<file path="config.mk">
export PLATFORM = sky130hd
export DESIGN_NAME = spba_cell
export DESIGN_NICKNAME = d
export VERILOG_FILES = /design/src/design/spba_pkg.sv /design/src/design/spba_cell.sv
export SDC_FILE = /design/constraint.sdc
export NUM_CORES = 1
export LEC_CHECK = 0
export BUFFER_PORTS_ARGS = -buffer_cell sky130_fd_sc_hd__buf_2
export CORE_MARGIN = 2
export CORE_UTILIZATION = 26
export CTS_CLUSTER_DIAMETER = 100
export CTS_CLUSTER_SIZE = 14
export DETAILED_ROUTE_END_ITERATION = 8
export PLACE_DENSITY = 0.46
export SLEW_MARGIN = 20
export SYNTH_ARGS = -nofsm -noshare
export SYNTH_HDL_FRONTEND = slang
export SYNTH_SLANG_ARGS = --single-unit
</file>
<file path="constraint.sdc">
create_clock -name clk -period 9.9 [get_ports clk]
set_input_delay 1.98 -clock clk [delete_from_list [all_inputs] [get_ports clk]]
set_output_delay 1.98 -clock clk [all_outputs]
set_load 0.03 [all_outputs]
</file>
<file path="src/design/spba_pkg.sv">
// Shared types, codes and defaults for the staging pool bump allocator.
package spba_pkg;

  localparam int SIZE_W = 29;
  localparam int CMD_W = 2;
  localparam int BIDX_W = 3;
  localparam int STATUS_W = 3;
  localparam int USE_W = 4;

  localparam logic [SIZE_W-1:0] POOL_RESET = 29'd268435456;

  localparam int DEF_MAX_BUFFERS = 8;
  localparam longint unsigned DEF_MAX_LIVE = 64'd65535;

  localparam logic [CMD_W-1:0] CMD_ALLOC = 2'd0;
  localparam logic [CMD_W-1:0] CMD_FREE = 2'd1;
  localparam logic [CMD_W-1:0] CMD_COLLECT = 2'd2;

  localparam logic [STATUS_W-1:0] ST_OK = 3'd0;
  localparam logic [STATUS_W-1:0] ST_TOO_BIG = 3'd1;
  localparam logic [STATUS_W-1:0] ST_NO_SPACE = 3'd2;
  localparam logic [STATUS_W-1:0] ST_PAST_END = 3'd3;
  localparam logic [STATUS_W-1:0] ST_NO_LIVE = 3'd4;
  localparam logic [STATUS_W-1:0] ST_BAD_INDEX = 3'd5;

  typedef enum logic [1:0] {
    OP_NONE,
    OP_FREE,
    OP_INIT
  } op_t;

  // Broadcast from the controller to every cell.
  typedef struct packed {
    op_t               op;
    logic [SIZE_W-1:0] req;
    logic [SIZE_W-1:0] pool;
    logic [SIZE_W:0]   fend;
  } cell_ctl_t;

  // Status of one cell back to the controller.
  typedef struct packed {
    logic              hit;
    logic              miss;
    logic              empty;
    logic [SIZE_W-1:0] offset;
  } cell_sts_t;

endpackage

</file>
<file path="src/design/spba_cell.sv">
// One buffer cell: bump offset, freed mark and live count, with a search token stage.
module spba_cell import spba_pkg::*; #(
  parameter int              LIVE_W   = 16,
  parameter longint unsigned MAX_LIVE = DEF_MAX_LIVE
) (
  input  logic      clk,
  input  logic      rst,
  input  cell_ctl_t ctl,
  input  logic      sel,
  input  logic      open_bit,
  input  logic      tok_in,
  output logic      tok_out,
  output cell_sts_t sts
);

  logic [SIZE_W-1:0] bump;
  logic [SIZE_W-1:0] freed;
  logic [LIVE_W-1:0] live;

  logic [SIZE_W:0] sum;
  logic            full;
  logic            fit_bump;
  logic            fit_wrap;
  logic            active;
  logic            hit;

  assign sum      = {1'b0, bump} + {1'b0, ctl.req};
  assign full     = live >= LIVE_W'(MAX_LIVE);
  assign fit_bump = sum <= {1'b0, ctl.pool};
  assign fit_wrap = freed >= ctl.req;
  assign active   = tok_in && open_bit;
  assign hit      = active && !full && (fit_bump || fit_wrap);

  always_comb begin
    sts.hit    = hit;
    sts.miss   = tok_in && !open_bit;
    sts.empty  = live == '0;
    sts.offset = fit_bump ? bump : '0;
  end

  always_ff @(posedge clk) begin
    if (rst) begin
      bump    <= '0;
      freed   <= '0;
      live    <= '0;
      tok_out <= 1'b0;
    end else begin
      // The token moves on only from an open buffer that could not take the request.
      tok_out <= active && !hit;
      if (hit) begin
        if (fit_bump) begin
          bump <= sum[SIZE_W-1:0];
        end else begin
          bump  <= ctl.req;
          freed <= '0;
        end
        live <= live + LIVE_W'(1);
      end else if (sel) begin
        unique case (ctl.op)
          OP_FREE: begin
            live <= live - LIVE_W'(1);
            if (live == LIVE_W'(1)) begin
              bump  <= '0;
              freed <= '0;
            end else if (ctl.fend > {1'b0, freed}) begin
              freed <= ctl.fend[SIZE_W-1:0];
            end
          end
          OP_INIT: begin
            bump  <= ctl.req;
            freed <= '0;
            live  <= LIVE_W'(1);
          end
          OP_NONE: begin
          end
          default: begin
          end
        endcase
      end
    end
  end

endmodule

</file>
==> impl_metrics.json <==
{
  "status": "finished, final reports clean",
  "nets": 1355,
  "power.leakage_nw": 4.25,
  "grt_setup_unrepaired": "no",
  "mostFrequentLayoutCell": "buf_2",
  "cts_buffers": 9,
  "route.met2.wl_um": 11500,
  "final-instance-count-excl-fill": 1536,
  "cts_max_path_buffers": 2,
  "dieArea_mm2": 0.0315,
  "worstSetupPathType": "primary input to output pin",
  "post_cts_resized": 0,
  "first_pass_iters": 5,
  "timing.fmax_mhz": 110,
  "seq_area_mm2": 0.00150,
  "synth_flop_cell": "dfxtp_1",
  "dpl-instance-area_mm2": 0.00882,
  "hold_viol_final": 0,
  "layout_setup_ws_ps": 818,
  "clock-sinks": 75,
  "fin_worst_skew_ps": 13.7,
  "vias": 7797,
  "io_pins": 128,
  "h-tree-depth": 3,
  "wl_um": 26500,
  "die_y_um": 177,
  "fin_util_pct": 30.9,
  "gp_congestion": 0.875,
  "p_seq_share_pct": 22.3,
  "final_area_mm2": 0.00916,
  "pre_cts_ws_ps": 849,
  "synth_edf_count": 0,
  "crit_path_start_kind": "primary input",
  "placed_cells": 1518,
  "grt_max_degree": 48,
  "comb_power_share_pct": 57.0,
  "cts_setup_buffers": 0,
  "syn_inst": 1038,
  "slew_viol_final": 0,
  "internal-power_mw": 0.986,
  "insertion_delay_ps": 360,
  "cts_root_buf": "clkbuf_16",
  "m1WireLength_um": 13000,
  "cts.clk_slew.worst_paths_ps": 60,
  "period_needed_ps": 9080,
  "antenna_found_initial": 3,
  "cts_hold_buf": 0,
  "ys_async_sr_fraction_pct": 0,
  "ys_seq_area_share_pct": 19.2,
  "syn-cell-area_mm2": 0.00782,
  "switchingPower_mw": 0.885,
  "layout_common_cells": "127 x buf_2, 120 x nand2_1, 120 x ha_1",
  "drive_gt1_share_pct": 15.0,
  "clockPowerShare_pct": 20.6,
  "grt.overflow.total": 0,
  "hold_path_class": "flip-flop to flip-flop",
  "finalSetupViolations": 0,
  "syn_area_per_cell_um2": 7.54,
  "ant_nets": 0,
  "dp_hpwl_um": 21000,
  "syn_nets": 1254,
  "multiInputGateArea_mm2": 0.00573,
  "cp.arrival_ps": 7100,
  "finalCritPeriodShare_pct": 91.7,
  "grt_pass1_vias": 7506,
  "start_util_pct": 26.4,
  "p_sw_share_pct": 47.3,
  "relSlewSlack_pct": 39.9,
  "routed_via_density": 5.08,
  "critPathRequiredTime_ps": 7920,
  "yosys_warnings": 0,
  "grt_pass1_wl_um": 41400,
  "core-area_mm2": 0.0296,
  "worst_setup_path_end_kind": "output pin",
  "syn_to_final_growth_pct": 17.1,
  "powerDensity_mw_per_mm2": 204,
  "rows": 63,
  "drt-initial-drc-count": 499,
  "tightestPinTransition_ps": 899,
  "die_w_um": 177,
  "finalSetupTns_ps": 0,
  "drc": 0,
  "wl_per_cell_um": 17.3,
  "io_buffers": 127,
  "cap_viol_max_count": 0,
  "wl_met3_um": 1370,
  "cts_tree": "yes",
  "path_max_fanout": 32,
  "synth_seq_cells": 75,
  "highest_layer": "met5",
  "gr-usage-all-layers_pct": 17.0,
  "fillers": 3295,
  "irDropWorstVdd_mv": 0.102,
  "ys_types": 73
}
state kept, by name, summed over array words and instances, names as in the netlist:
register and cells:
tok_out 1, bump 29, freed 29, live 16
routing by layer:
layer	vias up	global-route usage [%]
met4	2	6.56
met3	36	3.08
met2	218	26.7
li1	3957	-
met5	-	0
met1	3584	23.1
synthesized netlist by cell type (all sizes together) (3+ instances only):
master / instances / share of area [%]
or2: 4 / 0.32
o31ai: 3 / 0.29
a221oi: 28 / 3.1
a211oi: 13 / 1.2
o2111ai: 5 / 0.56
a31oi: 8 / 0.64
o21a: 10 / 0.96
and2: 34 / 2.8
a21boi: 5 / 0.48
a21o: 26 / 2.5
nand2b: 9 / 0.72
o21bai: 3 / 0.29
inv: 103 / 5.0
o22ai: 3 / 0.24
nor4: 7 / 0.56
xor2: 10 / 1.1
and3: 9 / 0.78
nand3: 23 / 1.5
or3: 14 / 1.1
nand4: 27 / 2.2
a22oi: 3 / 0.46
clkbuf: 21 / 1.0
nand2: 120 / 5.8
a21oi: 63 / 4.1
nor3: 46 / 3.3
o211ai: 15 / 1.4
o21ai: 40 / 2.6
buf: 26 / 2.0
o31a: 3 / 0.45
nor2b: 8 / 0.64
a41oi: 3 / 0.34
nor2: 71 / 3.4
ha: 120 / 19
o211a: 4 / 0.51
mux2i: 31 / 4.0
xnor2: 15 / 1.7
dfxtp: 75 / 19
a311oi: 3 / 0.34
cell type report:
cell class	count	share of cell area [%]
diodes	2	0.0546
clock buffers	11	2.76
clock inverters	5	0.929
inverters	104	4.29
multi-input cells	812	62.5
flip-flops and latches	75	16.4
well taps	390	5.33
repair buffers	137	7.76
worst max-delay path, cell delays in order:
cell      delay (ps)
buf_2            130
ha_1             190
inv_1             60
fa_1             410
nor2b_1          160
o31a_1           200
o21ai_1          130
o31a_1           390
o21ai_1          350
a21oi_1          120
a21boi_0         220
xor2_1           330
ha_1             350
a21oi_1          140
nand3_1           80
or3_1            380
or2_1            230
o211a_1          230
nor2_4           600
and2_1           220
buf_2            190
through the flow:
step | hold WS [ps] | power, mW
detailed placement | 474 | 1.49
global route | 502 | 2.03
global placement | 467 | 1.48
CTS | 483 | 1.89
floorplan | 449 | 1.19
finish | 481 | 1.87
power by group through the flow:
stage	Sequential [mW]	Combinational (mW)	Clock (mW)
finish	0.418	1.07	0.386
global route	0.426	1.20	0.406
CTS	0.417	1.07	0.397
detailed placement	0.424	1.07	0
global placement	0.425	1.06	0
floorplan	0.393	0.797	0
logic make-up after synthesis:
group / share of synthesized area [%]
AND/OR/NAND/NOR: 23.5
AO/OA/AOI/OAI: 22.7
buffers and inverters: 8.06
adder cells (fa/ha/maj): 19.4
flip-flops: 19.2
multiplexers: 4.25
XOR/XNOR: 2.80
worst paths after layout:
kind	endpoint	cells past startpoint	slack [ps]	start
max	sts[22]	21	820	ctl[59]
min	freed[6]$_SDFFE_PP0P_	2	480	freed[6]$_SDFFE_PP0P_
max reg2reg	bump[4]$_SDFFE_PP0P_	23	3650	bump[0]$_SDFFE_PP0P_
min reg2reg	freed[6]$_SDFFE_PP0P_	2	480	freed[6]$_SDFFE_PP0P_
(Power assumes the default switching activity.)
